<file path="src/sv/cau_pkg.sv">
`timescale 1ns / 1ps
`default_nettype none
// ----------------------------------------------------------------------------
// cau_pkg
// Shared types, codes and helpers of the complex accumulator unit.
// ----------------------------------------------------------------------------
package cau_pkg;

  localparam int DATA_W        = 32;
  localparam int PROD_W        = 64;
  localparam int QUO_W         = DATA_W + 1;
  localparam int FRAC_BITS_DEF = 16;

  localparam logic [1:0] OP_LOAD = 2'd0;
  localparam logic [1:0] OP_ADD  = 2'd1;
  localparam logic [1:0] OP_MUL  = 2'd2;
  localparam logic [1:0] OP_DIV  = 2'd3;

  localparam logic [DATA_W-1:0] SAT_MAX = 32'h7FFF_FFFF;
  localparam logic [DATA_W-1:0] SAT_MIN = 32'h8000_0000;

  typedef struct packed {
    logic              neg;
    logic [PROD_W-1:0] mag;
  } smag_t;

  typedef struct packed {
    logic              ovf;
    logic [DATA_W-1:0] val;
  } sat_t;

  function automatic logic [DATA_W-1:0] abs32(input logic [DATA_W-1:0] x);
    abs32 = x[DATA_W-1] ? (~x + 1'b1) : x;
  endfunction

  function automatic smag_t smag_add(input smag_t x, input smag_t y);
    smag_t r;
    if (x.neg == y.neg) begin
      r.neg = x.neg;
      r.mag = x.mag + y.mag;
    end else if (x.mag >= y.mag) begin
      r.neg = x.neg;
      r.mag = x.mag - y.mag;
    end else begin
      r.neg = y.neg;
      r.mag = y.mag - x.mag;
    end
    if (r.mag == '0) begin
      r.neg = 1'b0;
    end
    return r;
  endfunction

  function automatic sat_t saturate(input logic neg, input logic [PROD_W-1:0] mag);
    sat_t r;
    r.ovf = 1'b0;
    if (!neg) begin
      if (mag > {{(PROD_W-DATA_W){1'b0}}, SAT_MAX}) begin
        r.ovf = 1'b1;
        r.val = SAT_MAX;
      end else begin
        r.val = mag[DATA_W-1:0];
      end
    end else begin
      if (mag > {{(PROD_W-DATA_W){1'b0}}, SAT_MIN}) begin
        r.ovf = 1'b1;
        r.val = SAT_MIN;
      end else begin
        r.val = '0 - mag[DATA_W-1:0];
      end
    end
    return r;
  endfunction

endpackage
`default_nettype wire

</file>
<file path="src/sv/cau_mul.sv">
`timescale 1ns / 1ps
`default_nettype none
// ----------------------------------------------------------------------------
// cau_mul
// Shared unsigned 32 x 32 multiplier with a registered product.
// ----------------------------------------------------------------------------
module cau_mul
  import cau_pkg::*;
(
  input  wire logic              clk,
  input  wire logic [DATA_W-1:0] x,
  input  wire logic [DATA_W-1:0] y,
  output logic      [PROD_W-1:0] p
);

  always_ff @(posedge clk) begin
    p <= PROD_W'(x) * PROD_W'(y);
  end

endmodule
`default_nettype wire

</file>
<file path="config.mk">
export PLATFORM = sky130hd
export DESIGN_NAME = cau_mul
export DESIGN_NICKNAME = d
export VERILOG_FILES = /design/src/sv/cau_pkg.sv /design/src/sv/cau_mul.sv
export SDC_FILE = /design/constraint.sdc
export NUM_CORES = 2
export LEC_CHECK = 0
export BUFFER_PORTS_ARGS = -buffer_cell sky130_fd_sc_hd__buf_2
export CAP_MARGIN = 10
export CORE_UTILIZATION = 60
export DETAILED_ROUTE_END_ITERATION = 10
export PLACE_DENSITY_LB_ADDON = 0.15
export REMOVE_ABC_BUFFERS = 1
export SYNTH_ARGS = -nofsm -noshare
export SYNTH_HDL_FRONTEND = slang
export SYNTH_SLANG_ARGS = --single-unit
</file>
<file path="constraint.sdc">
create_clock -name clk -period 7.9 [get_ports clk]
set_clock_uncertainty 0.05 [all_clocks]
set_input_delay 1.58 -clock clk [delete_from_list [all_inputs] [get_ports clk]]
set_output_delay 1.58 -clock clk [all_outputs]
set_load 0.01 [all_outputs]
</file>
# Word level (Yosys, flattened, before mapping)
# Cells that the tools add are included.
[op_classes]
multipliers = 1
[op_table]
columns = ["op", "n"]
rows = [
  ["multiplier 32 x 32 -> 64 bit", 1],
]
[totals]
input_bits = 65
ff_bits = 64
output_inout_bits = 64
word_cells = 2

# Logic depth before layout (Yosys ltp)
[depth]
depth_word = 1
mapped_depth = 29
ltp_nobuf = 27

# Worst setup path before layout
# Ideal clock, no wire load.
[synth_path]
path_type = "input port to flip-flop"
startpoint = "input port x[25]"
endpoint = "register p[62]"
setup_ns = 0.072
path_slack_ns = -0.483
path_buffers = 2
cell_stages = 25
required_ns = 7.778
t_arrival_ns = 8.261
cell_sequence = "clkbuf_1 nand2_1 fa_1 inv_1 fa_1 inv_1 fa_1 inv_1 fa_1 fa_1 fa_1 fa_1 inv_1 fa_1 inv_1 ha_1 buf_2 nand4_1 or4_1 or3_1 a31oi_1 a31o_2 a211oi_1 o21ai_1 xor2_1"
[synth_between]
elab_chain_cells = 1
[synth_rtl]
columns = ["item", "line_no", "source"]
rows = [
  ["start, declared", "cau_mul.sv:11", "input wire logic [DATA_W-1:0] x,"],
  ["multiplier 32 x 32 -> 64 bit", "cau_mul.sv:17", "p <= PROD_W'(x) * PROD_W'(y);"],
  ["end signal, assigned", "cau_mul.sv:17", ""],
  ["end, declared", "cau_mul.sv:13", "output logic [PROD_W-1:0] p"],
]
# Every way passes these cells.

# Worst setup path after layout
[layout_path]
startpoint = "input port x[7]"
endpoint = "register p[54]"
# The elaborated chain is that of the path after synthesis.

==> results.py <==
metrics = {
    "outcome": {
        "outcome": "finished with violations",
        "violations": "setup timing",
    },
    "cts": {
        "cts.sinks": 64,
        "cts_buffers": 9,
        "holdBufCountCts": 0,
        "clockRootBuffer": "clkbuf_16",
        "clk_pin_slew_ps": 60,
        "htree_levels": 3,
        "cts_tree": "yes",
        "clockBufferDepth": 2,
    },
    "routing": {
        "vias": 26500,
        "wl_per_cell_um": 20.4,
        "vias_per_cell": 5.43,
        "drc": 0,
        "drt_wl_total_um": 99800,
        "dr.pass1.iters": 5,
        "antenna_left": 0,
        "drtIter0Drc": 1641,
    },
    "critical_path": {
        "crit_fanout": 6,
        "crit_top_cell": "fa_1",
        "cpMaxStageDelayCell": "fa_2",
        "cp_data_arrival_time_ps": 8390,
        "startpoint_type": "input pin",
        "worstPathCellList": "buf_16 > buf_12 > buf_4 > and2_4 > fa_1 > fa_1 > fa_1 > fa_2 > fa_1 > fa_1 > fa_1 > inv_2 > fa_1 > inv_2 > ha_4 > nand2_4 > or4_4 > or3_4 > a31oi_4 > a31o_4 > buf_4 > buf_6 > a21boi_2 > xnor2_1",
        "cp.required_ps": 8100,
        "cpLargestDelayFamily": "adder cells",
        "worst_setup_path_end_kind": "flop",
        "crit_buf_inv": 7,
        "critPathKind": "in -> reg",
        "critPathMaxStageDelay_ps": 620,
    },
    "placement": {
        "dp.final_hpwl_um": 83100,
        "place_area_sq_mm": 0.0388,
        "placedCellCount": 4811,
        "port_buffers": 128,
        "place.gp.congestion": 1.01,
    },
    "cells_and_area": {
        "fin_nets": 5342,
        "largest_register_ffs": 64,
        "layout-drive-gt1-share_pct": 19.5,
        "postLayoutCellArea_sq_mm": 0.0414,
        "fill_cells": 4206,
        "final_cells": 4882,
        "largestRegisters": "p x64",
        "area_delta_synth_final_pct": 19.4,
        "regMostFlops": "p",
    },
    "min_path": {
        "holdPathStages": 4,
        "min_to": "p[0]",
        "hold_start": "y[0]",
        "hold_path_class": "in -> reg",
    },
    "sta": {
        "hold_viol_final": 0,
        "tns_ps": -4720,
        "max-slew-margin-rel_pct": 59.3,
        "setup_ws_ps": -293,
        "final-setup-viol-count": 27,
        "holdWs_ps": 1920,
        "max_freq_ghz": 0.122,
        "fin_crit_sh_pct": 104,
        "tightestPinTransition_ps": 604,
        "finalMaxSlewViolations": 0,
        "rsz0062_at_grt": "yes",
        "finalCriticalPeriod_ps": 8190,
    },
    "yosys": {
        "ys.warnings.count": 0,
        "syn_avg_cell_area_sq_um": 9.25,
        "synth_edf_count": 0,
        "synth_flop_cell": "dfxtp_1",
        "ys_seq_elements": 64,
        "synth_cell_types": 57,
        "synth_area_sq_mm": 0.0347,
        "postSynth.asyncResetShare_pct": 0,
        "synth_seq_area_share_pct": 3.69,
        "syn_inst": 3748,
    },
    "floorplanning": {
        "core_area_sq_mm": 0.0567,
        "dieArea_sq_mm": 0.0588,
        "ios": 129,
        "fp-row-count": 87,
        "die_width_um": 242,
        "start_util_pct": 61.1,
        "die_h_um": 242,
    },
    "grt": {
        "gr-total-overflow": 0,
        "grt_pass1_wl_um": 159000,
        "grt_max_degree": 22,
        "antenna_found_initial": 7,
        "grt_pass1_vias": 29100,
        "grt_usage_pct": 35.3,
    },
    "run": {
        "maxCapViolations": 0,
    },
}
==> worst max path at each step <==
stage | cells past startpoint | to | from
3_5_place_dp | 25 | p[62] | y[5]
3_3_place_gp | 25 | p[62] | y[5]
5_1_grt | 24 | p[62] | x[15]
2_1_floorplan | 22 | p[62] | x[26]
4_1_cts | 23 | p[62] | x[10]
6_report | 24 | p[54] | x[7]
==> synthesized netlist by cell type (4+ instances only) <==
library cell	instances	area [sq um]
xnor2_1	35	307
o21ai_1	5	25.0
dfxtp_1	64	1280
o21ai_0	21	105
ha_1	263	3290
fa_1	896	17900
nand2_1	480	1800
inv_1	865	3250
xor2_1	25	219
nand3_1	10	50.1
a221o_1	4	40.0
buf_2	6	30.0
nor2_1	20	75.1
nand4_1	23	144
a31oi_1	12	75.1
o21a_1	9	67.6
and2_1	602	3770
o21bai_1	10	75.1
clkbuf_1	213	800
a21o_1	40	300
nor3_1	7	35.0
a21oi_1	63	315
and3_1	14	87.6
==> cell families after synthesis <==
family | Yosys count | synth area share [%]
AND/OR/NAND/NOR | 1177 | 17.6
adder cells (fa/ha/maj) | 1159 | 61.2
buffers and inverters | 1085 | 11.8
AO/OA/AOI/OAI | 202 | 4.15
flip-flops | 64 | 3.69
XOR/XNOR | 60 | 1.52
multiplexers | 1 | 0.0289
==> cell usage in the layout (no fill, tap or decap), drive strengths merged, types with 26 or more instances in the layout <==
cell	n
nand2	480
ha	263
inv	866
dfxtp	64
o21ai	26
and2	602
buf	571
fa	896
xnor2	35
a21oi	66
a21o	40
==> cell type report <==
type | count | area (sq um) | area share [%]
Sequential cell | 64 | 1280 | 3.10
Clock buffer | 12 | 256 | 0.620
Tap cell | 756 | 946 | 2.29
Timing Repair Buffer | 579 | 5300 | 12.8
Clock inverter | 4 | 51.3 | 0.124
Inverter | 865 | 3250 | 7.84
Multi-Input combinational cell | 2599 | 30300 | 73.2
Antenna cell | 3 | 7.51 | 0.0181
==> per-stage QoR <==
step           utilization (%)  setup WS [ps]
2_1_floorplan                -           -199
3_3_place_gp              68.4           -993
3_5_place_dp              68.4          -1060
4_1_cts                   71.5           -297
5_1_grt                   73.0           -476
6_report                  73.0           -293
==> routing by layer <==
layer	vias to the layer above	routed length, um	global-route usage, %
met4	4	4840	14.5
met2	1012	50000	60.8
li1	11600	-	-
met5	-	20	0
met3	240	6720	4.61
met1	13700	38200	45.2
==> timing repair <==
| action | 4_1_cts | 5_1_grt |
|---|---|---|
| pin swaps | 128 | 112 |
| gates cloned | 5 | 3 |
| buffers inserted | 31 | 20 |
| hold endpoints to repair | 0 | 0 |
| endpoints found under the setup margin | 41 | 41 |
| gates resized for setup | 275 | 140 |
Power is left out: the tool's default activity adds up to more than one toggle a clock period on the data nets, which glitch-free logic cannot reach.
