<file path="src/sv/cau_pkg.sv">
`timescale 1ns / 1ps
`default_nettype none
// ----------------------------------------------------------------------------
// cau_pkg
// Shared types, codes and helpers of the complex accumulator unit.
// ----------------------------------------------------------------------------
package cau_pkg;

  localparam int DATA_W        = 32;
  localparam int PROD_W        = 64;
  localparam int QUO_W         = DATA_W + 1;
  localparam int FRAC_BITS_DEF = 16;

  localparam logic [1:0] OP_LOAD = 2'd0;
  localparam logic [1:0] OP_ADD  = 2'd1;
  localparam logic [1:0] OP_MUL  = 2'd2;
  localparam logic [1:0] OP_DIV  = 2'd3;

  localparam logic [DATA_W-1:0] SAT_MAX = 32'h7FFF_FFFF;
  localparam logic [DATA_W-1:0] SAT_MIN = 32'h8000_0000;

  typedef struct packed {
    logic              neg;
    logic [PROD_W-1:0] mag;
  } smag_t;

  typedef struct packed {
    logic              ovf;
    logic [DATA_W-1:0] val;
  } sat_t;

  function automatic logic [DATA_W-1:0] abs32(input logic [DATA_W-1:0] x);
    abs32 = x[DATA_W-1] ? (~x + 1'b1) : x;
  endfunction

  function automatic smag_t smag_add(input smag_t x, input smag_t y);
    smag_t r;
    if (x.neg == y.neg) begin
      r.neg = x.neg;
      r.mag = x.mag + y.mag;
    end else if (x.mag >= y.mag) begin
      r.neg = x.neg;
      r.mag = x.mag - y.mag;
    end else begin
      r.neg = y.neg;
      r.mag = y.mag - x.mag;
    end
    if (r.mag == '0) begin
      r.neg = 1'b0;
    end
    return r;
  endfunction

  function automatic sat_t saturate(input logic neg, input logic [PROD_W-1:0] mag);
    sat_t r;
    r.ovf = 1'b0;
    if (!neg) begin
      if (mag > {{(PROD_W-DATA_W){1'b0}}, SAT_MAX}) begin
        r.ovf = 1'b1;
        r.val = SAT_MAX;
      end else begin
        r.val = mag[DATA_W-1:0];
      end
    end else begin
      if (mag > {{(PROD_W-DATA_W){1'b0}}, SAT_MIN}) begin
        r.ovf = 1'b1;
        r.val = SAT_MIN;
      end else begin
        r.val = '0 - mag[DATA_W-1:0];
      end
    end
    return r;
  endfunction

endpackage
`default_nettype wire

</file>
<file path="src/sv/cau_div.sv">
`timescale 1ns / 1ps
`default_nettype none
// ----------------------------------------------------------------------------
// cau_div
// Two-lane restoring divider: floor(num * 2^FRAC_BITS / den), one bit a cycle.
// A quotient that passes 32 bits freezes, which the caller saturates.
// ----------------------------------------------------------------------------
module cau_div
  import cau_pkg::*;
#(
  parameter int FRAC_BITS = FRAC_BITS_DEF
) (
  input  wire logic              clk,
  input  wire logic              rst,
  input  wire logic              start,
  input  wire logic [PROD_W-1:0] num_re,
  input  wire logic [PROD_W-1:0] num_im,
  input  wire logic [PROD_W-1:0] den,
  output logic                   done,
  output logic      [QUO_W-1:0]  q_re,
  output logic      [QUO_W-1:0]  q_im
);

  localparam int STEPS = PROD_W + FRAC_BITS;
  localparam int CW    = $clog2(STEPS + 1);

  logic              busy;
  logic [CW-1:0]     cnt;
  logic [PROD_W-1:0] dvd_re, dvd_im;
  logic [PROD_W-1:0] rem_re, rem_im;
  logic [PROD_W:0]   try_re, try_im;
  logic              fit_re, fit_im;

  assign try_re = {rem_re, dvd_re[PROD_W-1]};
  assign try_im = {rem_im, dvd_im[PROD_W-1]};
  assign fit_re = try_re >= {1'b0, den};
  assign fit_im = try_im >= {1'b0, den};

  always_ff @(posedge clk) begin
    if (rst) begin
      busy <= 1'b0;
      done <= 1'b0;
      cnt  <= '0;
    end else begin
      done <= 1'b0;
      if (start) begin
        busy <= 1'b1;
        cnt  <= '0;
      end else if (busy) begin
        cnt <= cnt + 1'b1;
        if (cnt == CW'(STEPS - 1)) begin
          busy <= 1'b0;
          done <= 1'b1;
        end
      end
    end
  end

  always_ff @(posedge clk) begin
    if (start) begin
      dvd_re <= num_re;
      dvd_im <= num_im;
      rem_re <= '0;
      rem_im <= '0;
      q_re   <= '0;
      q_im   <= '0;
    end else if (busy) begin
      dvd_re <= {dvd_re[PROD_W-2:0], 1'b0};
      dvd_im <= {dvd_im[PROD_W-2:0], 1'b0};
      rem_re <= fit_re ? PROD_W'(try_re - {1'b0, den}) : try_re[PROD_W-1:0];
      rem_im <= fit_im ? PROD_W'(try_im - {1'b0, den}) : try_im[PROD_W-1:0];
      if (!q_re[QUO_W-1]) begin
        q_re <= {q_re[QUO_W-2:0], fit_re};
      end
      if (!q_im[QUO_W-1]) begin
        q_im <= {q_im[QUO_W-2:0], fit_im};
      end
    end
  end

endmodule
`default_nettype wire

</file>
<file path="config.mk">
export PLATFORM = sky130hd
export DESIGN_NAME = cau_div
export DESIGN_NICKNAME = d
export VERILOG_FILES = /design/src/sv/cau_pkg.sv /design/src/sv/cau_div.sv
export SDC_FILE = /design/constraint.sdc
export NUM_CORES = 1
export LEC_CHECK = 0
export BUFFER_PORTS_ARGS = -buffer_cell sky130_fd_sc_hd__buf_2
export CAP_MARGIN = 20
export CORE_ASPECT_RATIO = 0.9
export CORE_UTILIZATION = 40
export CTS_CLUSTER_SIZE = 40
export DETAILED_ROUTE_END_ITERATION = 10
export PLACE_DENSITY_LB_ADDON = 0.3
export SETUP_SLACK_MARGIN = 0.2
export SLEW_MARGIN = 30
export SYNTH_ARGS = -nofsm -noshare
export SYNTH_HDL_FRONTEND = slang
export SYNTH_SLANG_ARGS = --single-unit
</file>
<file path="constraint.sdc">
create_clock -name clk -period 4.8 [get_ports clk]
set_clock_uncertainty 0.15 [all_clocks]
set_input_delay 0.48 -clock clk [delete_from_list [all_inputs] [get_ports clk]]
set_output_delay 0.48 -clock clk [all_outputs]
set_load 0.02 [all_outputs]
</file>
# Word-level counts from Yosys, hierarchy flattened
# Index checks and enable logic that the tools add are counted.
# totals
reg_bits,331
output_inout_bits,67
elab_cells,37
# classes
addsub,3
n_lt_le_gt_ge,2
eq_ne,1
muxes,12
bitwise,3
n_reduce_logical,5
# op_table
op,count
64-bit 2-to-1 mux,6
65-bit by 64-bit greater-or-equal comparator with 1-bit output,2
64-bit subtractor,2
33-bit 2-to-1 mux,2
"7-bit by 1-bit adder with 7-bit output, second input constant",1
"7-bit equality test, second input constant",1
1-bit 2-to-1 mux,4
2-bit AND reduction,2
1-bit inverter,3
3-bit OR reduction,1
2-bit nonzero test,1
2-bit OR reduction,1

# Logic depth before layout (Yosys ltp)
# Gate-level depths: netlist (run 1).
# logic_depth
word_depth,4
depth_mapped,16
ltp_nobuf,13

# Worst setup path before layout (run 1)
# OpenSTA, ideal clock, no wires.
# synth_path
path_type,in2reg
startpoint,input port start
endpoint,register dvd_im[0] (enable)
setup_time_ns,0.481
arrival_ns,3.545
required_ns,4.169
setup_slack_ns,0.624
cell_stages,4
n_path_buf,2
path_cell_list,clkbuf_1 nor2_1 clkbuf_1 inv_1
# synth_between
elab_chain_cells,1
# synth_rtl
element,line,source
"start, declared",cau_div.sv:15,"input wire logic start,"
2-bit nonzero test (no line),n/a,
"end signal, assigned",cau_div.sv:62,dvd_im <= num_im;
"end signal, assigned",cau_div.sv:69,"dvd_im <= {dvd_im[PROD_W-2:0], 1'b0};"
"end, declared",cau_div.sv:29,"logic [PROD_W-1:0] dvd_re, dvd_im;"
# No other way between the ends.
# A chain may end at the register's enable or synchronous reset.

# Worst setup path in the final report (run 1)
# layout_path
startpoint,register rem_re[7]
endpoint,register rem_re[47]
# layout_between
elab_chain_cells,2
word_cells_on_any_way,3
classes_between,add/sub: 1; order compare: 1; mux: 1
# layout_rtl
element,line,source
"start, declared",cau_div.sv:30,"logic [PROD_W-1:0] rem_re, rem_im;"
"start signal, assigned",cau_div.sv:70,"rem_re <= fit_re ? PROD_W'(try_re - {1'b0, den}) : try_re[PROD_W-1:0];"
64-bit subtractor / 65-bit by 64-bit greater-or-equal comparator with 1-bit output (equally long branches),"cau_div.sv:70, cau_div.sv:36",
64-bit 2-to-1 mux (*),cau_div.sv:70,
# Every way passes the cells marked *; elsewhere a longest branch is shown, timed or not.

==> flow_summary.json, run 1 <==
{
  "switching_share": 0.303,
  "setup_viol": 0,
  "cts_tree": "yes",
  "drtPass1Iterations": 5,
  "rows": 80,
  "cp.buffers_inverters": 1,
  "core_area_um2": 53100,
  "leakage_nw": 10.3,
  "p_int_mw": 5.71,
  "synth_fp_nets": 2799,
  "synth.area.mux_share": 0.0903,
  "clk_latency_ns": 0.58,
  "clock-sinks": 331,
  "hold_ws_ns": 0.0455,
  "die_w_um": 246,
  "n_fill_cell": 5156,
  "grt_util_all_layers": 0.233,
  "wl_um": 65200,
  "drv_cap": 0,
  "h-tree-depth": 2,
  "worstPathCellList": "ha_1, a21oi_1, o21ai_1, a311oi_2, a211oi_2, o311ai_2, a21oi_2, o21a_4, or2_2, buf_12, mux2i_1, a211oi_1",
  "synthFlopType": "dfxtp_1",
  "drc": 0,
  "fin_crit_sh": 0.858,
  "fin_ws_ns": 0.682,
  "start_util": 0.405,
  "hold_class": "in -> reg",
  "vdd_drop_max_v": 0.000315,
  "tightest_slew_ns": 0.881,
  "nets": 2996,
  "place_congestion": 0.961,
  "pwr-share-comb": 0.220,
  "rsz0062_at_grt": "no",
  "die_h_um": 222,
  "synth-compound-area-share": 0.208,
  "async_flop_share": 0,
  "worstPathRequired_ns": 5.12,
  "num_vias": 19387,
  "synth_edf_count": 128,
  "critPathSlowestCell": "or2_2",
  "cpLargestDelayFamily": "compound AO/OA/AOI/OAI gates",
  "yosys.area_share.simple": 0.162,
  "layout.cells.non_filler": 3404,
  "numCtsBuffers": 39,
  "grt_pass1_wl_um": 102000,
  "drv_slew": 0,
  "synthXorXnorAreaFrac": 0.0444,
  "switchingPower_mw": 2.49,
  "drtIter0Drc": 1415,
  "synthesis.area_um2": 21500,
  "wire_per_inst_um": 19.1,
  "power_density_nw_per_um2": 331,
  "post-route-min-period_ns": 4.12,
  "synth-adder-area-share": 0.0769,
  "antenna_left": 0,
  "power_frac_clock": 0.383,
  "hold_viol_final": 0,
  "fmax_mhz": 243,
  "cp-start-kind": "register",
  "dp_hpwl_um": 48300,
  "portBuffers": 261,
  "synth_cell_types": 80,
  "seq_area_frac_synth": 0.368,
  "grt_pass1_vias": 18509,
  "outcome": "complete, no violations",
  "place_ws_ns": 0.379,
  "dpl.cell_count": 3325,
  "syn_inst": 2473,
  "synth_seq_cells": 331,
  "cts-root-buf": "clkbuf_16",
  "grt_max_degree": 157,
  "avgViaCountPerCell": 5.70,
  "design_area_um2": 24800,
  "yosysWarnings": 0,
  "worstPathArrival_ns": 4.44,
  "synth_top_family_by_area": "compound AO/OA/AOI/OAI gates",
  "clk_pin_slew_ns": 0.06,
  "seq_power_share": 0.397,
  "finalSetupTns_ns": 0,
  "crit_path_end_kind": "register",
  "slew_headroom": 0.413,
  "cts-resized-gates": 0,
  "path_class": "reg -> reg",
  "antenna_found_initial": 18,
  "place_area_um2": 23400,
  "io-pin-count": 262,
  "power_mw": 8.20,
  "grt.overflow.total": 0,
  "fin_util": 0.468,
  "final_common_cell": "nand2_1",
  "drive_gt1_frac": 0.194,
  "synth.avg_cell_area_um2": 8.69,
  "mostFrequentLayoutCells": "nand2_1 (344), buf_2 (260), a21oi_1 (239)",
  "cp_max_fo": 24,
  "dieArea_um2": 54700,
  "clockBufferDepth": 3,
  "critPathMaxStageDelay_ns": 0.58,
  "syn2layout_area_growth_pct": 15.4
}
==> power by group through the flow <==
stage / Clock [mW] / Sequential (mW) / Combinational (mW)
after floorplan: 0 / 3.27 / 1.34
after global placement: 0 / 3.31 / 1.75
after detailed placement: 0 / 3.31 / 1.78
after CTS: 3.24 / 3.25 / 1.78
after global routing: 3.34 / 3.28 / 1.98
final: 3.14 / 3.26 / 1.80
==> Yosys cell counts (all sizes together), types with 4 or more instances <==
library cell,count,area share
a211oi,58,0.020
and3,20,0.0058
o311ai,7,0.0036
nand3,50,0.012
o221ai,4,0.0016
a31oi,17,0.0049
nand2,345,0.060
o31ai,17,0.0062
o2111ai,6,0.0024
o22ai,4,0.0012
a21oi,242,0.057
a211o,5,0.0020
clkbuf,112,0.020
mux2i,51,0.024
o21ai,112,0.026
xnor2,74,0.030
nor2,201,0.035
nor3,28,0.0065
nor2b,11,0.0032
o211ai,8,0.0028
xor2,35,0.014
mux2,127,0.067
ha,129,0.075
nor4,6,0.0017
nand2b,21,0.0061
inv,113,0.020
nor3b,6,0.0021
o21a,15,0.0056
dfxtp,203,0.19
o21bai,27,0.0094
edfxtp,128,0.18
a311oi,50,0.021
and2,10,0.0029
nand4,45,0.013
a221oi,6,0.0024
a221o,9,0.0042
or2,11,0.0032
a21o,61,0.021
buf,30,0.011
or3,14,0.0041
a32oi,10,0.0041
o31a,5,0.0020
==> final cells by class <==
class                      count  area, um2  share of cell area
clock inverter                18        244             0.00983
inverter                     114        430              0.0173
tap                          697        872              0.0351
sequential                   331       7910               0.319
clock buffer                  53       1120              0.0453
multi-input combinational   1886      12500               0.505
antenna                        7       17.5            0.000706
timing repair buffer         298       1690              0.0680
==> path summary, 6_finish.rpt <==
| kind | startpoint | end | slack, ns | depth (start not counted) |
|---|---|---|---|---|
| max reg2reg | rem_re[7]$_SDFFE_PP0P_ | rem_re[47]$_SDFFE_PP0P_ | 0.68 | 12 |
| min | num_re[47] | dvd_re[47]$_DFFE_PP_ | 0.05 | 2 |
| max | rem_re[7]$_SDFFE_PP0P_ | rem_re[47]$_SDFFE_PP0P_ | 0.68 | 12 |
| min reg2reg | q_im[4]$_SDFFE_PP0P_ | q_im[5]$_SDFFE_PP0P_ | 0.32 | 2 |
==> registers in the layout (all words and copies together), names as in the netlist <==
name and cells:
dvd_re 64, rem_im 64, rem_re 64, cnt 7
q_im 33, q_re 33, done 1, busy 1
dvd_im 64
==> layer usage <==
layer,global-route usage,wire (um),vias to the layer above
met2,0.368,29400,602
met4,0.0591,1440,20
li1,-,-,9407
met3,0.0512,4820,108
met1,0.320,29400,9250
met5,0,115,-
==> timing repair <==
item	in CTS	in global routing
hold endpoints to repair	1	0
buffers inserted	0	0
hold buffers	1	0
==> worst register-to-register path: stages, from the launching register on <==
cell      delay, ns
dfxtp_1        0.33
ha_1           0.36
a21oi_1        0.25
o21ai_1        0.16
a311oi_2       0.47
a211oi_2       0.19
o311ai_2       0.42
a21oi_2        0.13
o21a_4         0.28
or2_2          0.58
buf_12         0.31
mux2i_1        0.15
a211oi_1       0.25
==> kinds of logic (layout without fill, tap and decap cells) <==
kind of cell    count (synthesis)  in the layout
flops                         331            331
simple gates                  782            782
buf+inv                       256            483
other cells                     0              7
compound gates                686            686
mux                           178            178
xor+xnor                      109            109
fa+ha+maj                     131            131
Power figures use the tool's default switching activity.
==> run 2: changes to the inputs <==
--- a/config.mk
+++ b/config.mk
@@ -7,7 +7,7 @@
 export LEC_CHECK = 0
 export BUFFER_PORTS_ARGS = -buffer_cell sky130_fd_sc_hd__buf_2
 export CAP_MARGIN = 20
-export CORE_ASPECT_RATIO = 0.9
+export CORE_ASPECT_RATIO = 1.1
 export CORE_UTILIZATION = 40
 export CTS_CLUSTER_SIZE = 40
 export DETAILED_ROUTE_END_ITERATION = 10
==> run 2 against run 1 <==
Effect of this change: total power is 1.5% higher; final cell count shrank 0.73%; combinational power barely moved; sequential cell count did not move; count of clock-buffer cells in the layout down 7; wire length up 3.1%; critical path depth unchanged; non-clock buffer count is 1 lower; critical endpoint is now rem_re[11]$_SDFFE_PP0P_; largest power group unchanged; highest routed layer unchanged.
==> flow_summary.json, run 2 (synthesized netlist as in run 1, its figures left out) <==
{
  "rr_endpoint": "rem_re[11]$_SDFFE_PP0P_",
  "grtUsageMet1": 0.303,
  "crit_start": "rem_re[8]$_SDFFE_PP0P_",
  "postCtsHoldBufs": 1,
  "core_area_um2": 52700,
  "power_density_nw_per_um2": 336,
  "cts-root-buf": "clkbuf_16",
  "drive_gt1_frac": 0.192,
  "worstPathRequired_ns": 5.06,
  "grt_pass1_wl_um": 106000,
  "portBuffers": 261,
  "cp-start-kind": "register",
  "hold_viol_final": 0,
  "wire_per_inst_um": 19.9,
  "final_common_cell": "nand2_1",
  "grt_util_all_layers": 0.241,
  "avgViaCountPerCell": 5.79,
  "cts_tree": "yes",
  "grt_pass1_vias": 19215,
  "cp_max_fo": 13,
  "fmax_mhz": 231,
  "worstPathArrival_ns": 4.58,
  "place_area_um2": 23300,
  "dpl.cell_count": 3301,
  "syn2layout_area_growth_pct": 15.4,
  "setup_viol": 0,
  "crit_path_end_kind": "register",
  "post-route-min-period_ns": 4.33,
  "rrSetupSlack_ns": 0.47,
  "numCtsBuffers": 39,
  "antenna_found_initial": 12,
  "power_mw": 8.33,
  "leakage_nw": 10.3,
  "drv_cap": 0,
  "grt.overflow.total": 0,
  "tightest_slew_ns": 0.911,
  "min_to": "dvd_re[0]$_SDFFCE_PN0P_",
  "layout.cells.non_filler": 3379,
  "cts-resized-gates": 0,
  "h-tree-depth": 2,
  "io-pin-count": 262,
  "dp_hpwl_um": 50200,
  "place_congestion": 0.946,
  "die_h_um": 245,
  "clock-sinks": 331,
  "met2_usage": 0.411,
  "n_fill_cell": 5091,
  "outcome": "complete, no violations",
  "r2r_cells": 12,
  "design_area_um2": 24800,
  "clk_latency_ns": 0.58,
  "wl_um": 67200,
  "use_met3": 0.0503,
  "finalSetupTns_ns": 0,
  "hold_class": "in -> reg",
  "mostFrequentLayoutCells": "nand2_1 (344), buf_2 (260), a21oi_1 (239)",
  "clockBufferDepth": 3,
  "die_w_um": 223,
  "path_class": "reg -> reg",
  "hold_ws_ns": 0.0403,
  "vdd_drop_max_v": 0.000295,
  "rsz0062_at_grt": "no",
  "top_usage_layer": "met2",
  "cts_setup_buffers": 0,
  "fin_crit_sh": 0.901,
  "drtPass1Iterations": 5,
  "grt_max_degree": 167,
  "slew_headroom": 0.391,
  "drtIter0Drc": 1437,
  "clk_pin_slew_ns": 0.06,
  "num_vias": 19559,
  "rows": 88,
  "drc": 0,
  "hold_depth": 2,
  "dieArea_um2": 54700,
  "drv_slew": 0,
  "nets": 2995,
  "start_util": 0.408,
  "min_from": "num_re[0]",
  "antenna_left": 0,
  "r2r-start": "rem_re[8]$_SDFFE_PP0P_"
}
==> run 2: area by class of cell <==
class	instances	area, um2	area share
multi-input combinational	1886	12500	0.505
sequential	331	7910	0.319
timing repair buffer	297	1670	0.0674
clock buffer	46	1030	0.0416
tap	675	845	0.0341
inverter	114	430	0.0174
clock inverter	25	375	0.0151
antenna	5	12.5	0.000505
==> run 2: per-stage QoR <==
| stage | utilization | setup slack [ns] |
|---|---|---|
| floorplan | - | 0.624 |
| global placement | 0.442 | 0.274 |
| detailed placement | 0.442 | 0.270 |
| CTS | 0.469 | 0.467 |
| global route | 0.470 | 0.400 |
| finish | 0.470 | 0.474 |
==> run 2: per-layer routing <==
| layer | vias to the layer above | part of all wire |
|---|---|---|
| met4 | 12 | 0.029 |
| met2 | 717 | 0.47 |
| met3 | 138 | 0.074 |
| met5 | - | 0.00098 |
| met1 | 9302 | 0.43 |
| li1 | 9390 | - |
==> run 2: worst max path at each step <==
stage,to,cells after the start
detailed placement,rem_re[11]$_SDFFE_PP0P_,14
global placement,rem_re[11]$_SDFFE_PP0P_,14
floorplan,dvd_im[0]$_SDFFCE_PN0P_,4
CTS,rem_im[43]$_SDFFE_PP0P_,13
finish,rem_re[11]$_SDFFE_PP0P_,12
global route,rem_re[11]$_SDFFE_PP0P_,12
==> run 2: power by group <==
group	total (mW)	internal (mW)	switching [mW]
clock	3.25	1.94	1.30
combinational	1.82	0.732	1.09
sequential	3.26	3.14	0.116
total	8.33	5.82	2.51
==> run 2: critical path: stages (launching register included) <==
cell	delay, ns
dfxtp_1	0.35
ha_1	0.50
and3_1	0.32
nand4_1	0.20
a211o_1	0.37
a211oi_2	0.37
o311ai_2	0.23
a21oi_2	0.26
o21a_4	0.26
or2_2	0.44
buf_4	0.36
mux2i_1	0.25
a211oi_1	0.09
